**src/design/mtsc_pkg.sv**
```systemverilog
// ----------------------------------------------------------------------------
// match timer switch controller package
// payload types and button status codes
// ----------------------------------------------------------------------------
package mtsc_pkg;

    typedef struct packed {
        logic [15:0] tick_count;
        logic        drive_select;
        logic        auton_select;
        logic        start_pressed;
    } sample_t;

    typedef struct packed {
        logic [4:0] port_code;
        logic [2:0] button_status;
    } result_t;

    localparam logic [2:0] BTN_IDLE  = 3'd0;
    localparam logic [2:0] BTN_PRESS = 3'd1;
    localparam logic [2:0] BTN_LONG  = 3'd2;
    localparam logic [2:0] BTN_CLICK = 3'd3;
    localparam logic [2:0] BTN_EXTRA = 3'd4;

    localparam logic [4:0] PORT_INIT      = 5'h0F;
    localparam logic [4:0] PORT_DC        = 5'h0E;
    localparam logic [4:0] PORT_AUT_IDLE  = 5'h00;
    localparam logic [4:0] PORT_DRV_IDLE  = 5'h08;
    localparam logic [4:0] PORT_DRV_DELAY = 5'h18;
    localparam logic [4:0] PORT_AUT_RUN   = 5'h04;
    localparam logic [4:0] PORT_AUT_UNLIM = 5'h14;
    localparam logic [4:0] PORT_DRV_RUN   = 5'h0C;

    localparam logic [2:0] REG_SETTLE       = 3'd0;
    localparam logic [2:0] REG_LONG_PRESS   = 3'd1;
    localparam logic [2:0] REG_DRIVE_DELAY  = 3'd2;
    localparam logic [2:0] REG_MATCH_DRIVE  = 3'd3;
    localparam logic [2:0] REG_SKILLS_DRIVE = 3'd4;
    localparam logic [2:0] REG_MATCH_AUTON  = 3'd5;
    localparam logic [2:0] REG_SKILLS_AUTON = 3'd6;

endpackage

```
**src/design/match_timer_switch_controller_core.sv**
```systemverilog
// ----------------------------------------------------------------------------
// match timer switch controller core
// button classifier and eight-state match mode machine; unless stalled, one sample per cycle
// ----------------------------------------------------------------------------
// Each request transaction carries one sample of the tick counter, the two
// selector lines and the start button, and yields exactly one response
// transaction with the port code and button status after the update. The
// block takes one sample every clock cycle unless stalled: all classifier and
// mode logic sits between the state registers and a single response register,
// and a new sample is accepted whenever the response register is empty or
// being emptied in the same cycle. The user must write the timing registers
// through the APB-style port only while idle; the block does not enforce it.
module match_timer_switch_controller_core
    import mtsc_pkg::*;
(
    input  logic        clk,
    input  logic        rst_n,
    input  logic        req_valid,
    output logic        req_ready,
    input  sample_t     req_data,
    output logic        rsp_valid,
    input  logic        rsp_ready,
    output result_t     rsp_data,
    input  logic        psel,
    input  logic        penable,
    input  logic        pwrite,
    input  logic [4:0]  paddr,
    input  logic [31:0] pwdata,
    output logic [31:0] prdata,
    output logic        pready
);

    typedef enum logic [2:0] {
        MODE_INIT  = 3'd0,
        MODE_DC    = 3'd1,
        MODE_D_AUT = 3'd2,
        MODE_D_DRV = 3'd3,
        MODE_T_DRV = 3'd4,
        MODE_R_AUT = 3'd5,
        MODE_I_AUT = 3'd6,
        MODE_R_DRV = 3'd7
    } mode_t;

    logic [7:0]  settle_reg;
    logic [15:0] long_press_reg;
    logic [14:0] drive_delay_reg;
    logic [14:0] match_drive_reg;
    logic [14:0] skills_drive_reg;
    logic [15:0] match_auton_reg;
    logic [15:0] skills_auton_reg;

    mode_t       mode_reg;
    mode_t       mode_next;
    logic [2:0]  button_reg;
    logic [2:0]  button_next;
    logic [15:0] button_base_reg;
    logic [15:0] button_base_next;
    logic [15:0] run_start_reg;
    logic [15:0] run_start_next;
    logic [15:0] run_length_reg;
    logic [15:0] run_length_next;

    logic        rsp_valid_reg;
    result_t     rsp_data_reg;
    result_t     rsp_data_next;

    logic        req_fire;
    logic        cfg_write;
    logic [2:0]  cfg_index;
    logic [15:0] btn_since;
    logic [15:0] run_since;
    logic [15:0] match_drive_len;
    logic [15:0] skills_drive_len;
    logic        run_expired;

    assign pready    = 1'b1;
    assign cfg_write = psel && penable && pwrite;
    assign cfg_index = paddr[4:2];

    assign req_ready = !rsp_valid_reg || rsp_ready;
    assign req_fire  = req_valid && req_ready;
    assign rsp_valid = rsp_valid_reg;
    assign rsp_data  = rsp_data_reg;

    always_comb
    begin
        prdata = 32'd0;
        unique case (cfg_index)
            REG_SETTLE:       prdata = {24'd0, settle_reg};
            REG_LONG_PRESS:   prdata = {16'd0, long_press_reg};
            REG_DRIVE_DELAY:  prdata = {17'd0, drive_delay_reg};
            REG_MATCH_DRIVE:  prdata = {17'd0, match_drive_reg};
            REG_SKILLS_DRIVE: prdata = {17'd0, skills_drive_reg};
            REG_MATCH_AUTON:  prdata = {16'd0, match_auton_reg};
            REG_SKILLS_AUTON: prdata = {16'd0, skills_auton_reg};
            default:          prdata = 32'd0;
        endcase
    end

    assign btn_since        = req_data.tick_count - button_base_reg;
    assign run_since        = req_data.tick_count - run_start_reg;
    assign match_drive_len  = {1'b0, drive_delay_reg} + {1'b0, match_drive_reg};
    assign skills_drive_len = {1'b0, drive_delay_reg} + {1'b0, skills_drive_reg};
    assign run_expired      = (run_length_reg != 16'd0) && (run_since >= run_length_reg);

    // button classifier
    always_comb
    begin
        button_next      = button_reg;
        button_base_next = button_base_reg;
        if (btn_since < {8'd0, settle_reg})
        begin
            if (button_reg == BTN_CLICK || button_reg == BTN_EXTRA)
                button_next = BTN_IDLE;
        end
        else if (button_reg == BTN_IDLE && req_data.start_pressed)
        begin
            button_next      = BTN_PRESS;
            button_base_next = req_data.tick_count;
        end
        else if (button_reg == BTN_PRESS)
        begin
            if (req_data.start_pressed)
            begin
                if (btn_since > long_press_reg)
                    button_next = BTN_LONG;
            end
            else
            begin
                button_next      = BTN_CLICK;
                button_base_next = req_data.tick_count;
            end
        end
        else if (button_reg == BTN_LONG)
        begin
            if (!req_data.start_pressed)
            begin
                button_next      = BTN_EXTRA;
                button_base_next = req_data.tick_count;
            end
        end
        else
        begin
            button_next = BTN_IDLE;
        end
    end

    // mode machine
    always_comb
    begin
        logic drv;
        logic aut;
        logic click;
        logic extra;
        drv             = req_data.drive_select;
        aut             = req_data.auton_select;
        click           = (button_next == BTN_CLICK);
        extra           = (button_next == BTN_EXTRA);
        mode_next       = mode_reg;
        run_start_next  = run_start_reg;
        run_length_next = run_length_reg;
        unique case (mode_reg)
            MODE_INIT:
                mode_next = drv ? MODE_D_DRV : (aut ? MODE_D_AUT : MODE_DC);
            MODE_DC:
            begin
                if (drv)
                    mode_next = MODE_D_DRV;
                else if (aut)
                    mode_next = MODE_D_AUT;
                else if (extra)
                    mode_next = MODE_I_AUT;
            end
            MODE_D_DRV:
            begin
                if (!drv)
                    mode_next = aut ? MODE_D_AUT : MODE_DC;
                else if (click || extra)
                begin
                    mode_next       = MODE_T_DRV;
                    run_start_next  = req_data.tick_count;
                    run_length_next = click ? match_drive_len : skills_drive_len;
                end
            end
            MODE_T_DRV:
            begin
                if (!drv)
                    mode_next = aut ? MODE_D_AUT : MODE_DC;
                else if (run_since > {1'b0, drive_delay_reg})
                    mode_next = MODE_R_DRV;
                else if (click)
                    mode_next = MODE_D_DRV;
            end
            MODE_D_AUT:
            begin
                if (!aut)
                    mode_next = drv ? MODE_D_DRV : MODE_DC;
                else if (click || extra)
                begin
                    mode_next       = MODE_R_AUT;
                    run_start_next  = req_data.tick_count;
                    run_length_next = click ? match_auton_reg : skills_auton_reg;
                end
            end
            MODE_R_AUT:
            begin
                if (!aut)
                    mode_next = drv ? MODE_D_DRV : MODE_DC;
                else
                begin
                    if (run_expired)
                        run_length_next = 16'd0;
                    if (run_expired || run_length_reg == 16'd0 || click)
                        mode_next = MODE_D_AUT;
                end
            end
            MODE_I_AUT:
            begin
                if (drv)
                    mode_next = MODE_D_DRV;
                else if (aut)
                    mode_next = MODE_D_AUT;
                else if (click)
                    mode_next = MODE_DC;
            end
            MODE_R_DRV:
            begin
                if (!drv)
                    mode_next = aut ? MODE_D_AUT : MODE_DC;
                else
                begin
                    if (run_expired)
                        run_length_next = 16'd0;
                    if (run_expired || run_length_reg == 16'd0 || click)
                        mode_next = MODE_D_DRV;
                end
            end
            default:
                mode_next = mode_reg;
        endcase
    end

    always_comb
    begin
        rsp_data_next.button_status = button_next;
        unique case (mode_next)
            MODE_INIT:  rsp_data_next.port_code = PORT_INIT;
            MODE_DC:    rsp_data_next.port_code = PORT_DC;
            MODE_D_AUT: rsp_data_next.port_code = PORT_AUT_IDLE;
            MODE_D_DRV: rsp_data_next.port_code = PORT_DRV_IDLE;
            MODE_T_DRV: rsp_data_next.port_code = PORT_DRV_DELAY;
            MODE_R_AUT: rsp_data_next.port_code = PORT_AUT_RUN;
            MODE_I_AUT: rsp_data_next.port_code = PORT_AUT_UNLIM;
            MODE_R_DRV: rsp_data_next.port_code = PORT_DRV_RUN;
            default:    rsp_data_next.port_code = PORT_INIT;
        endcase
    end

    always_ff @(posedge clk or negedge rst_n)
    begin
        if (!rst_n)
        begin
            settle_reg       <= 8'd6;
            long_press_reg   <= 16'd64;
            drive_delay_reg  <= 15'd192;
            match_drive_reg  <= 15'd13440;
            skills_drive_reg <= 15'd7680;
            match_auton_reg  <= 16'd1920;
            skills_auton_reg <= 16'd7680;
        end
        else if (cfg_write)
        begin
            unique case (cfg_index)
                REG_SETTLE:       settle_reg       <= pwdata[7:0];
                REG_LONG_PRESS:   long_press_reg   <= pwdata[15:0];
                REG_DRIVE_DELAY:  drive_delay_reg  <= pwdata[14:0];
                REG_MATCH_DRIVE:  match_drive_reg  <= pwdata[14:0];
                REG_SKILLS_DRIVE: skills_drive_reg <= pwdata[14:0];
                REG_MATCH_AUTON:  match_auton_reg  <= pwdata[15:0];
                REG_SKILLS_AUTON: skills_auton_reg <= pwdata[15:0];
                default:          ;
            endcase
        end
    end

    always_ff @(posedge clk or negedge rst_n)
    begin
        if (!rst_n)
        begin
            mode_reg        <= MODE_INIT;
            button_reg      <= BTN_IDLE;
            button_base_reg <= 16'd0;
            run_start_reg   <= 16'd0;
            run_length_reg  <= 16'd0;
            rsp_valid_reg   <= 1'b0;
        end
        else
        begin
            if (req_fire)
            begin
                mode_reg        <= mode_next;
                button_reg      <= button_next;
                button_base_reg <= button_base_next;
                run_start_reg   <= run_start_next;
                run_length_reg  <= run_length_next;
                rsp_valid_reg   <= 1'b1;
            end
            else if (rsp_ready)
            begin
                rsp_valid_reg <= 1'b0;
            end
        end
    end

    always_ff @(posedge clk)
    begin
        if (req_fire)
            rsp_data_reg <= rsp_data_next;
    end

`ifndef SYNTHESIS
    // every accepted transaction produces a response in the next cycle
    a_fire_gives_rsp: assert property (@(posedge clk) disable iff (!rst_n)
        req_fire |=> rsp_valid_reg)
        else $error("accepted sample without response");

    // init state is left on the first sample
    a_init_left: assert property (@(posedge clk) disable iff (!rst_n)
        req_fire |=> mode_reg != MODE_INIT)
        else $error("mode machine stuck in init");

    // click and long release events last one step
    a_event_one_step: assert property (@(posedge clk) disable iff (!rst_n)
        req_fire && (button_reg == BTN_CLICK || button_reg == BTN_EXTRA)
        |=> button_reg == BTN_IDLE)
        else $error("button event held past one step");

    // an empty response register never stalls the request side
    a_ready_when_empty: assert property (@(posedge clk) disable iff (!rst_n)
        !rsp_valid_reg |-> req_ready)
        else $error("request stalled with empty response register");
`endif

endmodule

```
**config.mk**
```make
export PLATFORM = sky130hd
export DESIGN_NAME = match_timer_switch_controller_core
export DESIGN_NICKNAME = d
export VERILOG_FILES = /design/src/design/mtsc_pkg.sv /design/src/design/match_timer_switch_controller_core.sv
export SDC_FILE = /design/constraint.sdc
export NUM_CORES = 1
export LEC_CHECK = 0
export ABC_AREA = 0
export BUFFER_PORTS_ARGS = -buffer_cell sky130_fd_sc_hd__buf_2
export CAP_MARGIN = 20
export CORE_AREA = 2 2 157 174
export DETAILED_ROUTE_END_ITERATION = 8
export DIE_AREA = 0 0 159 176
export PLACE_DENSITY = 0.64
export SLEW_MARGIN = 20
export SYNTH_ARGS = -nofsm -noshare
export SYNTH_HDL_FRONTEND = slang
export SYNTH_SLANG_ARGS = --single-unit
export TNS_END_PERCENT = 5
```
**constraint.sdc**
```tcl
create_clock -name clk -period 7.7 [get_ports clk]
set_clock_uncertainty 0.05 [all_clocks]
set_input_delay 1.925 -clock clk [delete_from_list [all_inputs] [get_ports clk]]
set_output_delay 1.925 -clock clk [all_outputs]
set_load 0.02 [all_outputs]
```
## Word-level counts from Yosys, hierarchy flattened

Memory sizes are Yosys's and may differ from the RTL's. A register that Yosys moved wholly into a read port is not among the register bits.
Index checks and enable logic that the tools add are counted.

- Reductions and logical operators: 30
- $lt $le $gt $ge: 4
- Multiplexer cells: 50
- Bitwise logic cells: 1
- Equality and inequality tests: 25
- $add $sub $neg: 4

Operator list:

| kind | number |
|---|---|
| $mux W16 | 16 |
| $pmux W16 S7 | 1 |
| $mux W3 | 26 |
| $pmux W16 S4 | 1 |
| $add A15 B15 Y16 | 2 |
| $pmux W16 S2 | 1 |
| $sub A16 B16 Y16 | 2 |
| $eq A3 B3 Y1 const B | 9 |
| $pmux W3 S8 | 1 |
| $eq A3 B2 Y1 const B | 7 |
| $ge A16 B16 Y1 | 1 |
| $gt A16 B15 Y1 | 1 |
| $gt A16 B16 Y1 | 1 |
| $logic_not A16 Y1 | 1 |
| $lt A16 B8 Y1 | 1 |
| $reduce_bool A16 Y1 | 1 |
| $reduce_and A2 Y1 | 7 |
| $ne A2 B2 Y1 const B | 6 |
| $eq A3 B1 Y1 const B | 3 |
| $logic_not A3 Y1 | 3 |
| $reduce_and A8 Y1 | 1 |
| $logic_and A1 B1 Y1 | 5 |
| $logic_or A1 B1 Y1 | 5 |
| $mux W2 | 2 |
| 8 further kinds | 10 |

- Memories: 1
- Memory bits (read-only): 40
- Input port bits: 63
- Word-level logic and storage cells: 129
- Register bits: 159
- Output and inout bits: 43

Memory list:

| name | words | bits a word | read ports | clocked after Yosys merged registers in | write ports | line | RTL |
|---|---|---|---|---|---|---|---|
| (name not given) | 8 | 5 | 1 | 1 | 0 | match_timer_switch_controller_core.sv:246 | `unique case (mode_next)` |

## Longest topological paths before layout

Gate-level depths: netlist (run 1).

- Depth after elaboration: 12
- Gate-level depth with buffers: 32
- Gate-level depth less buffers: 31

## Least setup slack after synthesis (run 1)

Ideal clock, no wire load.

- Kind: input port to flip-flop
- Start: in req_data[3] (netlist name)
- End: reg run_length_reg[14]
- Stages on the path: 32
- Required time: 7,567 ps
- Data arrival time: 7,607 ps
- Setup time: 83 ps
- Path slack: -40 ps
- Path buffers: 1
- Cells stage by stage: inv_1 > ha_1 > fa_1 > nand2b_1 > nand2b_1 > a21oi_1 > xnor2_1 > ha_1 > a21o_1 > a211o_1 > a41oi_1 > o21bai_1 > or4_4 > nor4_4 > nand3_2 > nand2_1 > buf_2 > mux2_2 > ha_1 > inv_1 > fa_1 > nor2b_1 > o21ai_0 > a21oi_1 > o21ai_0 > a21oi_1 > a31oi_1 > o21ai_0 > a31oi_1 > xor2_1 > o22a_1 > o21ai_0

- Word-level cells in the longest chain between the ends: 12
- Elaborated cells between the ends (all ways): 27
- Classes of those cells: 2 x add/sub; 3 x order compare; 4 x eq/ne; 15 x mux; 3 x reduce/logical

RTL lines:

| item | line | RTL |
|---|---|---|
| from (decl) | match_timer_switch_controller_core.sv:20 | `input sample_t req_data,` |
| $sub A16 B16 Y16 | match_timer_switch_controller_core.sv:100 | `assign btn_since = req_data.tick_count - button_base_reg;` |
| $gt A16 B16 Y1 | match_timer_switch_controller_core.sv:125 | `if (btn_since > long_press_reg)` |
| $mux W3 | match_timer_switch_controller_core.sv:125 |  |
| $mux W3 | match_timer_switch_controller_core.sv:123 | `if (req_data.start_pressed)` |
| $mux W3 | match_timer_switch_controller_core.sv:121 | `else if (button_reg == BTN_PRESS)` |
| $mux W3 | match_timer_switch_controller_core.sv:116 | `else if (button_reg == BTN_IDLE && req_data.start_pressed)` |
| $mux W3 | match_timer_switch_controller_core.sv:111 | `if (btn_since < {8'd0, settle_reg})` |
| $eq A3 B2 Y1 | match_timer_switch_controller_core.sv:157 | `click = (button_next == BTN_CLICK);` |
| $mux W16, on equally long branches | match_timer_switch_controller_core.sv:202, match_timer_switch_controller_core.sv:182 |  |
| $mux W16, on equally long branches | match_timer_switch_controller_core.sv:198, match_timer_switch_controller_core.sv:178 |  |
| $mux W16, on equally long branches | match_timer_switch_controller_core.sv:196, match_timer_switch_controller_core.sv:176 |  |
| $pmux W16 S4 | match_timer_switch_controller_core.sv:162 | `unique case (mode_reg)` |
| to (signal assigned) | match_timer_switch_controller_core.sv:305 | `run_length_reg <= run_length_next;` |
| to (decl) | match_timer_switch_controller_core.sv:60 | `logic [15:0] run_length_reg;` |

Several ways; a longest one is shown, not always the timed one. The select of a mux whose other input is x is not followed.
A chain may end at the register's enable or synchronous reset.

## Worst setup path in the final report (run 1)

- Start: in req_data[3] (netlist name)
- End: reg run_length_reg[15]

The elaborated chain is that of the path after synthesis.

==> results of run 1 <==
final cells by class:
class	count	area, um2
Fill cell	2436	12700
Multi-Input combinational cell	884	6910
Sequential cell	164	4170
Timing Repair Buffer	133	833
Tap cell	352	440
Clock buffer	17	425
Inverter	112	420
Clock inverter	15	161
power by group through the flow:
stage | Combinational, mW | Clock, mW | Sequential [mW]
6_report | 2.97 | 0.861 | 1.34
5_1_grt | 3.31 | 0.921 | 1.37
4_1_cts | 2.92 | 0.882 | 1.34
3_5_place_dp | 2.88 | 0 | 1.35
3_3_place_gp | 2.81 | 0 | 1.34
2_1_floorplan | 2.08 | 0 | 1.28
metal layers:
metal	routed length, um	vias to the layer above
met5	0	-
met2	15100	229
met4	804	0
li1	-	4536
met3	1240	54
met1	14200	4649
critical path: cells and delay by family:
family / cells / cell delay, ns
adder cells (fa/ha/maj): 4 / 1.13
AND/OR/NAND/NOR: 8 / 1.40
AO/OA/AOI/OAI: 13 / 2.11
buffers and inverters: 2 / 0.15
multiplexers: 2 / 0.67
XOR/XNOR: 1 / 0.27
metrics by stage:
stage	setup WS, ns	utilization (%)
3_5_place_dp	-0.569	48.7
4_1_cts	0.000685	51.0
5_1_grt	-0.0243	51.3
3_3_place_gp	-0.459	48.7
2_1_floorplan	0.0289	-
6_report	0.322	51.3
cell usage in the layout (no fill, tap or decap), types with 17 or more instances in the layout:
| cell type | netlist | layout |
|---|---|---|
| buf_2 | 6 | 69 |
| mux2_2 | 126 | 126 |
| a21oi_1 | 64 | 60 |
| xnor2_1 | 21 | 21 |
| dfstp_2 | 21 | 21 |
| mux2i_1 | 35 | 35 |
| o21ai_0 | 75 | 71 |
| inv_1 | 111 | 111 |
| a21o_1 | 20 | 20 |
| clkbuf_16 | 0 | 17 |
| conb_1 | 2 | 18 |
| nor3_1 | 20 | 17 |
| dfrtp_1 | 135 | 135 |
| nand2_1 | 93 | 92 |
| nand2b_1 | 20 | 20 |
| nor2_1 | 57 | 57 |
| ha_1 | 101 | 101 |
| buf_4 | 17 | 62 |
path summary, 6_finish.rpt:
| kind | from | endpoint | slack (ns) |
|---|---|---|---|
| worst min register to register | run_start_reg[13]$_DFFE_PN0P_ | run_start_reg[13]$_DFFE_PN0P_ | 0.46 |
| max in group asynchronous | rst_n | drive_delay_reg[14]$_DFFE_PN0P_ | 4.85 |
| worst max-delay path | req_data[3] | run_length_reg[15]$_DFFE_PN0P_ | 0.32 |
| worst max register to register | button_base_reg[0]$_DFFE_PN0P_ | run_length_reg[15]$_DFFE_PN0P_ | 1.58 |
| worst min-delay path | run_start_reg[13]$_DFFE_PN0P_ | run_start_reg[13]$_DFFE_PN0P_ | 0.46 |
| min in group asynchronous | rst_n | run_length_reg[8]$_DFFE_PN0P_ | 1.43 |
timing repair:
item | 4_1_cts | 5_1_grt
endpoints found under the setup margin | 4 | 7
pin swaps | 0 | 9
endpoints found under the hold margin | 0 | 0
gates resized for setup | 2 | 13
setup buffers | 0 | 3
hold buffers | 0 | 0
cell families (layout without fill, tap and decap cells):
family,Yosys count,count (layout),share of synthesized area [%]
buf+inv,172,277,6.21
flops,164,164,35.8
xor+xnor,33,33,2.48
compound gates,294,294,17.2
other cells,2,18,0.0644
fa+ha+maj,104,104,11.4
mux,162,162,15.4
simple gates,273,273,11.5
==> impl_metrics.csv, run 1 <==
group,metric,value,unit
synth,synth_edf_count,8,
setup_path,end_kind,"flip-flop",
timing,fmax,136,MHz
floorplanning,dieWidth,159,um
timing,holdWs,0.463,ns
flow_run,max_cap_viol_count,0,
place,placed_area,0.0127,mm2
synth,netlist_area,0.0117,mm2
grt,met3_usage,3.27,%
power,swShare,43.2,%
floorplanning,rows,62,
synth,synth.most_common_cell,"dfrtp_1",
power,p_total,5.17,mW
cts,path_clk_slew,0.07,ns
floorplanning,start_util,44.7,%
setup_path,path_common_cell,"ha_1",
synth,synth.largest_area_cell,"dfrtp_1",
power,p_per_area,387,mW/mm2
cts,htreeDepth,4,
synth,ys_seq_area_share,35.8,%
grt,grt_busiest_layer,"met2",
synth,synth_ff_type,"dfrtp_1",
timing,slew-limit-headroom,25.3,%
place,place_inst,1642,
hold_path,hold_class,"reg2reg",
grt,grt_pass1_wl,50000,um
final_layout,fin_nets,1479,
cts,clock_latency,0.45,ns
setup_path,ff2ff_path_depth,28,
routing,remaining_drc_errors,0,
power,ir_worst_vdd,0.196,mV
routing,ant_nets,0,
synth,async_reset_ff_share,95.1,%
place,dp_hpwl,23100,um
floorplanning,design.core.area,0.0261,mm2
timing,setup_tns,0,ns
timing,setup_viol,0,
setup_path,worstSetupPathType,"in2reg",
cts,cts.sinks,164,
synth,synth_seq_cells,164,
floorplanning,die_h,176,um
synth,yosys-top-cells-count,"dfrtp_1 (135), mux2_2 (126), inv_1 (111)",
cts,numCtsBuffers,17,
floorplanning,io_pins,106,
timing,min_period_over_period,95.8,%
setup_path,slowest_delay,0.44,ns
routing,post_drt_wl_per_cell,18.7,um
timing,finalHoldViolCount,0,
setup_path,arrival,7.66,ns
synth,post_synth.cell_area_avg,9.68,um2
final_layout,post-route-cell-area,0.0134,mm2
floorplanning,die_area,0.0280,mm2
final_layout,antennaDiodeCount,0,
synth,synth_area_leaders,"dfrtp_1 (29%), mux2_2 (12%), ha_1 (11%)",
timing,finalMaxSlewViolations,0,
grt,track_usage,22.8,%
synth,synthCells,1204,
cts,cts_buffer_depth,2,
place,io_buffers,70,
final_layout,drive_above_1_share,26.3,%
synth,synth_cell_types,85,
power,p_clk_share,16.7,%
power,power_leakage,6.15,nW
power,p_comb_share,57.4,%
setup_path,crit_path_top_delay_cell,"or4_4",
cts,cts_tree,"built",
power,switchingPower,2.23,mW
final_layout,stdcell_count,1677,
final_layout,area_delta_synth_final,14.6,%
grt,grt_overflow,0,
routing,vias_per_cell,5.65,
grt,grt_pass1_vias,9230,
routing,dr.pass1.iters,5,
routing,dr_total_vias,9468,
place,gp_congestion,0.894,
synth,yosys_warnings,0,
status,status,"finished clean",
power,p_int,2.93,mW
setup_path,cp-start-kind,"input port",
grt,antenna_found_initial,0,
timing,min_period,7.38,ns
synth,synth_top_area_share,29.0,%
grt,grt_util_met2,38.4,%
power,power_frac_seq,25.9,%
timing,tightest_slew,1.12,ns
cts,clock-root-buffer,"clkbuf_16",
setup_path,required,7.98,ns
hold_path,hold_depth,1,
routing,drt_iter0_markers,522,
grt,grt_start_max_net_pins,81,
routing,drt-total-wl,31400,um
grt,met1_usage,29.9,%
setup_path,cp_max_fo,5,
No activity file was read; power rests on OpenSTA's default activity.
==> run 2: changes to the inputs <==
--- a/config.mk
+++ b/config.mk
@@ -8,10 +8,12 @@
 export ABC_AREA = 0
 export BUFFER_PORTS_ARGS = -buffer_cell sky130_fd_sc_hd__buf_2
 export CAP_MARGIN = 20
+export CELL_PAD_IN_SITES_DETAIL_PLACEMENT = 0
+export CELL_PAD_IN_SITES_GLOBAL_PLACEMENT = 1
 export CORE_AREA = 2 2 157 174
 export DETAILED_ROUTE_END_ITERATION = 8
 export DIE_AREA = 0 0 159 176
-export PLACE_DENSITY = 0.64
+export PLACE_DENSITY = 0.78
 export SLEW_MARGIN = 20
 export SYNTH_ARGS = -nofsm -noshare
 export SYNTH_HDL_FRONTEND = slang
==> run 2 against run 1 <==
  * Global-route usage up 0.68 points
  * Non-clock buffer count up 2
  * Final cell count up 0.12%
  * Core utilization up 0.21 points
  * Worst hold slack worse by 0.0025 ns
  * First-iteration DRC count up 15%
  * Routed wire length up 3.4%
  * Power up 1.4%
  * Sequential share of layout area down 0.13 points
  * Via count about the same
  * Fmax down 0.77%
  * Count of clock-buffer cells in the layout unchanged
==> impl_metrics.csv, run 2 (synthesis gave the netlist of run 1 again) <==
group,metric,value,unit
timing,finalHoldViolCount,0,
setup_path,crit_path_top_delay_cell,"or4_4",
power,p_total,5.24,mW
floorplanning,start_util,44.7,%
timing,fmax,134,MHz
final_layout,area_delta_synth_final,15.1,%
routing,drt-total-wl,32500,um
power,ir_worst_vdd,0.137,mV
grt,grt_pass1_vias,9329,
cts,cts_tree,"built",
final_layout,final_cell_mix,"dfrtp_1 (135), mux2_2 (126), inv_1 (111), ha_1 (101), nand2_1 (92)",
setup_path,slowest_delay,0.44,ns
routing,remaining_drc_errors,0,
timing,slew-limit-headroom,28.1,%
routing,drt_iter0_markers,601,
cts,cts.sinks,164,
grt,grt_pass1_wl,51300,um
grt,grt_start_max_net_pins,83,
routing,dr_total_vias,9460,
timing,holdWs,0.460,ns
final_layout,fin_nets,1481,
timing,setup_viol,0,
final_layout,antennaDiodeCount,0,
cts,clock_latency,0.44,ns
cts,clock-root-buffer,"clkbuf_16",
cts,holdBufCountCts,0,
timing,fin_ws,0.264,ns
routing,dr.pass1.iters,7,
setup_path,required,7.93,ns
floorplanning,die_area,0.0280,mm2
floorplanning,die_h,176,um
timing,setup_tns,0,ns
timing,finalMaxSlewViolations,0,
setup_path,worstSetupPathType,"in2reg",
power,power_leakage,6.17,nW
cts,cts_buffer_depth,2,
grt,antenna_found_initial,0,
power,p_per_area,391,mW/mm2
final_layout,drive_above_1_share,26.6,%
setup_path,end_kind,"flip-flop",
cts,numCtsBuffers,17,
final_layout,final_common_cell,"dfrtp_1",
floorplanning,io_pins,106,
place,dp_hpwl,23900,um
final_layout,stdcell_count,1679,
hold_path,hold_class,"reg2reg",
timing,min_period_over_period,96.6,%
place,place_inst,1645,
place,io_buffers,70,
place,post-place-ws,-0.622,ns
floorplanning,design.core.area,0.0261,mm2
cts,path_clk_slew,0.07,ns
timing,tightest_slew,1.07,ns
setup_path,arrival,7.67,ns
setup_path,cp_max_fo,4,
grt,track_usage,23.5,%
routing,vias_per_cell,5.63,
setup_path,cp-start-kind,"input port",
routing,ant_nets,0,
grt,grt_overflow,0,
floorplanning,dieWidth,159,um
cts,htreeDepth,4,
floorplanning,rows,62,
flow_run,max_cap_viol_count,0,
routing,post_drt_wl_per_cell,19.3,um
timing,min_period,7.44,ns
place,gp_congestion,0.906,
status,status,"finished clean",
## run 2: cell types whose count changed in the layout (fill, tap and decap cells not counted), sizes merged
cell      delta
clkinvlp     +2
inv          -3
buf          +2
clkinv       -1
bufinv       +2
## run 2: metrics by stage
| stage | cell area, um2 | utilization, % |
|---|---|---|
| after floorplan | 11700 | - |
| after global placement | 12700 | 48.8 |
| after detailed placement | 12700 | 48.8 |
| after CTS | 13400 | 51.2 |
| after global routing | 13400 | 51.5 |
| final | 13400 | 51.5 |
## run 2: final timing paths
kind,start,to,slack (ns),cells past startpoint
setup reg to reg,button_base_reg[0]$_DFFE_PN0P_,run_length_reg[13]$_DFFE_PN0P_,1.53,28
max in group asynchronous,rst_n,long_press_reg[1]$_DFFE_PN0P_,4.61,2
setup / recovery,req_data[3],run_length_reg[13]$_DFFE_PN0P_,0.26,30
hold reg to reg,run_start_reg[4]$_DFFE_PN0P_,run_start_reg[4]$_DFFE_PN0P_,0.46,1
hold / removal,run_start_reg[4]$_DFFE_PN0P_,run_start_reg[4]$_DFFE_PN0P_,0.46,1
min in group asynchronous,rst_n,mode_reg[1]$_DFFE_PN0P_,1.50,1
## run 2: timing repair
| item | CTS | global route |
|---|---|---|
| gates resized for setup | 5 | 11 |
| endpoints found under the setup margin | 4 | 6 |
| pin swaps | 3 | 5 |
| endpoints found under the hold margin | 0 | 0 |
| buffers inserted | 0 | 2 |
| cloned | 0 | 0 |
## run 2: metal layers
| metal | part of all wire (%) | global-route usage [%] |
|---|---|---|
| met1 | 44 | 31.1 |
| met2 | 48 | 39.3 |
| met3 | 4.9 | 4.13 |
| met4 | 2.2 | 7.65 |
| met5 | 0 | 0 |
## run 2: cell type report
type,count,area (um2)
repair buffers,135,845
well taps,352,440
clock inverters,15,190
flip-flops and latches,164,4170
multi-input cells,884,6920
inverters,112,420
clock buffers,17,425
fillers,2472,12700
## run 2: worst max-delay path, delay by kind of cell
| family | cells | cell delay [ns] |
|---|---|---|
| fa+ha+maj | 4 | 1.16 |
| buf+inv | 2 | 0.14 |
| mux | 1 | 0.36 |
| xor+xnor | 2 | 0.39 |
| compound gates | 15 | 2.52 |
| simple gates | 6 | 1.16 |
## run 2: power breakdown
group          internal, mW  switching, mW  total, mW
combinational          1.35           1.64       2.98
clock                 0.519          0.399      0.917
sequential             1.14          0.203       1.34
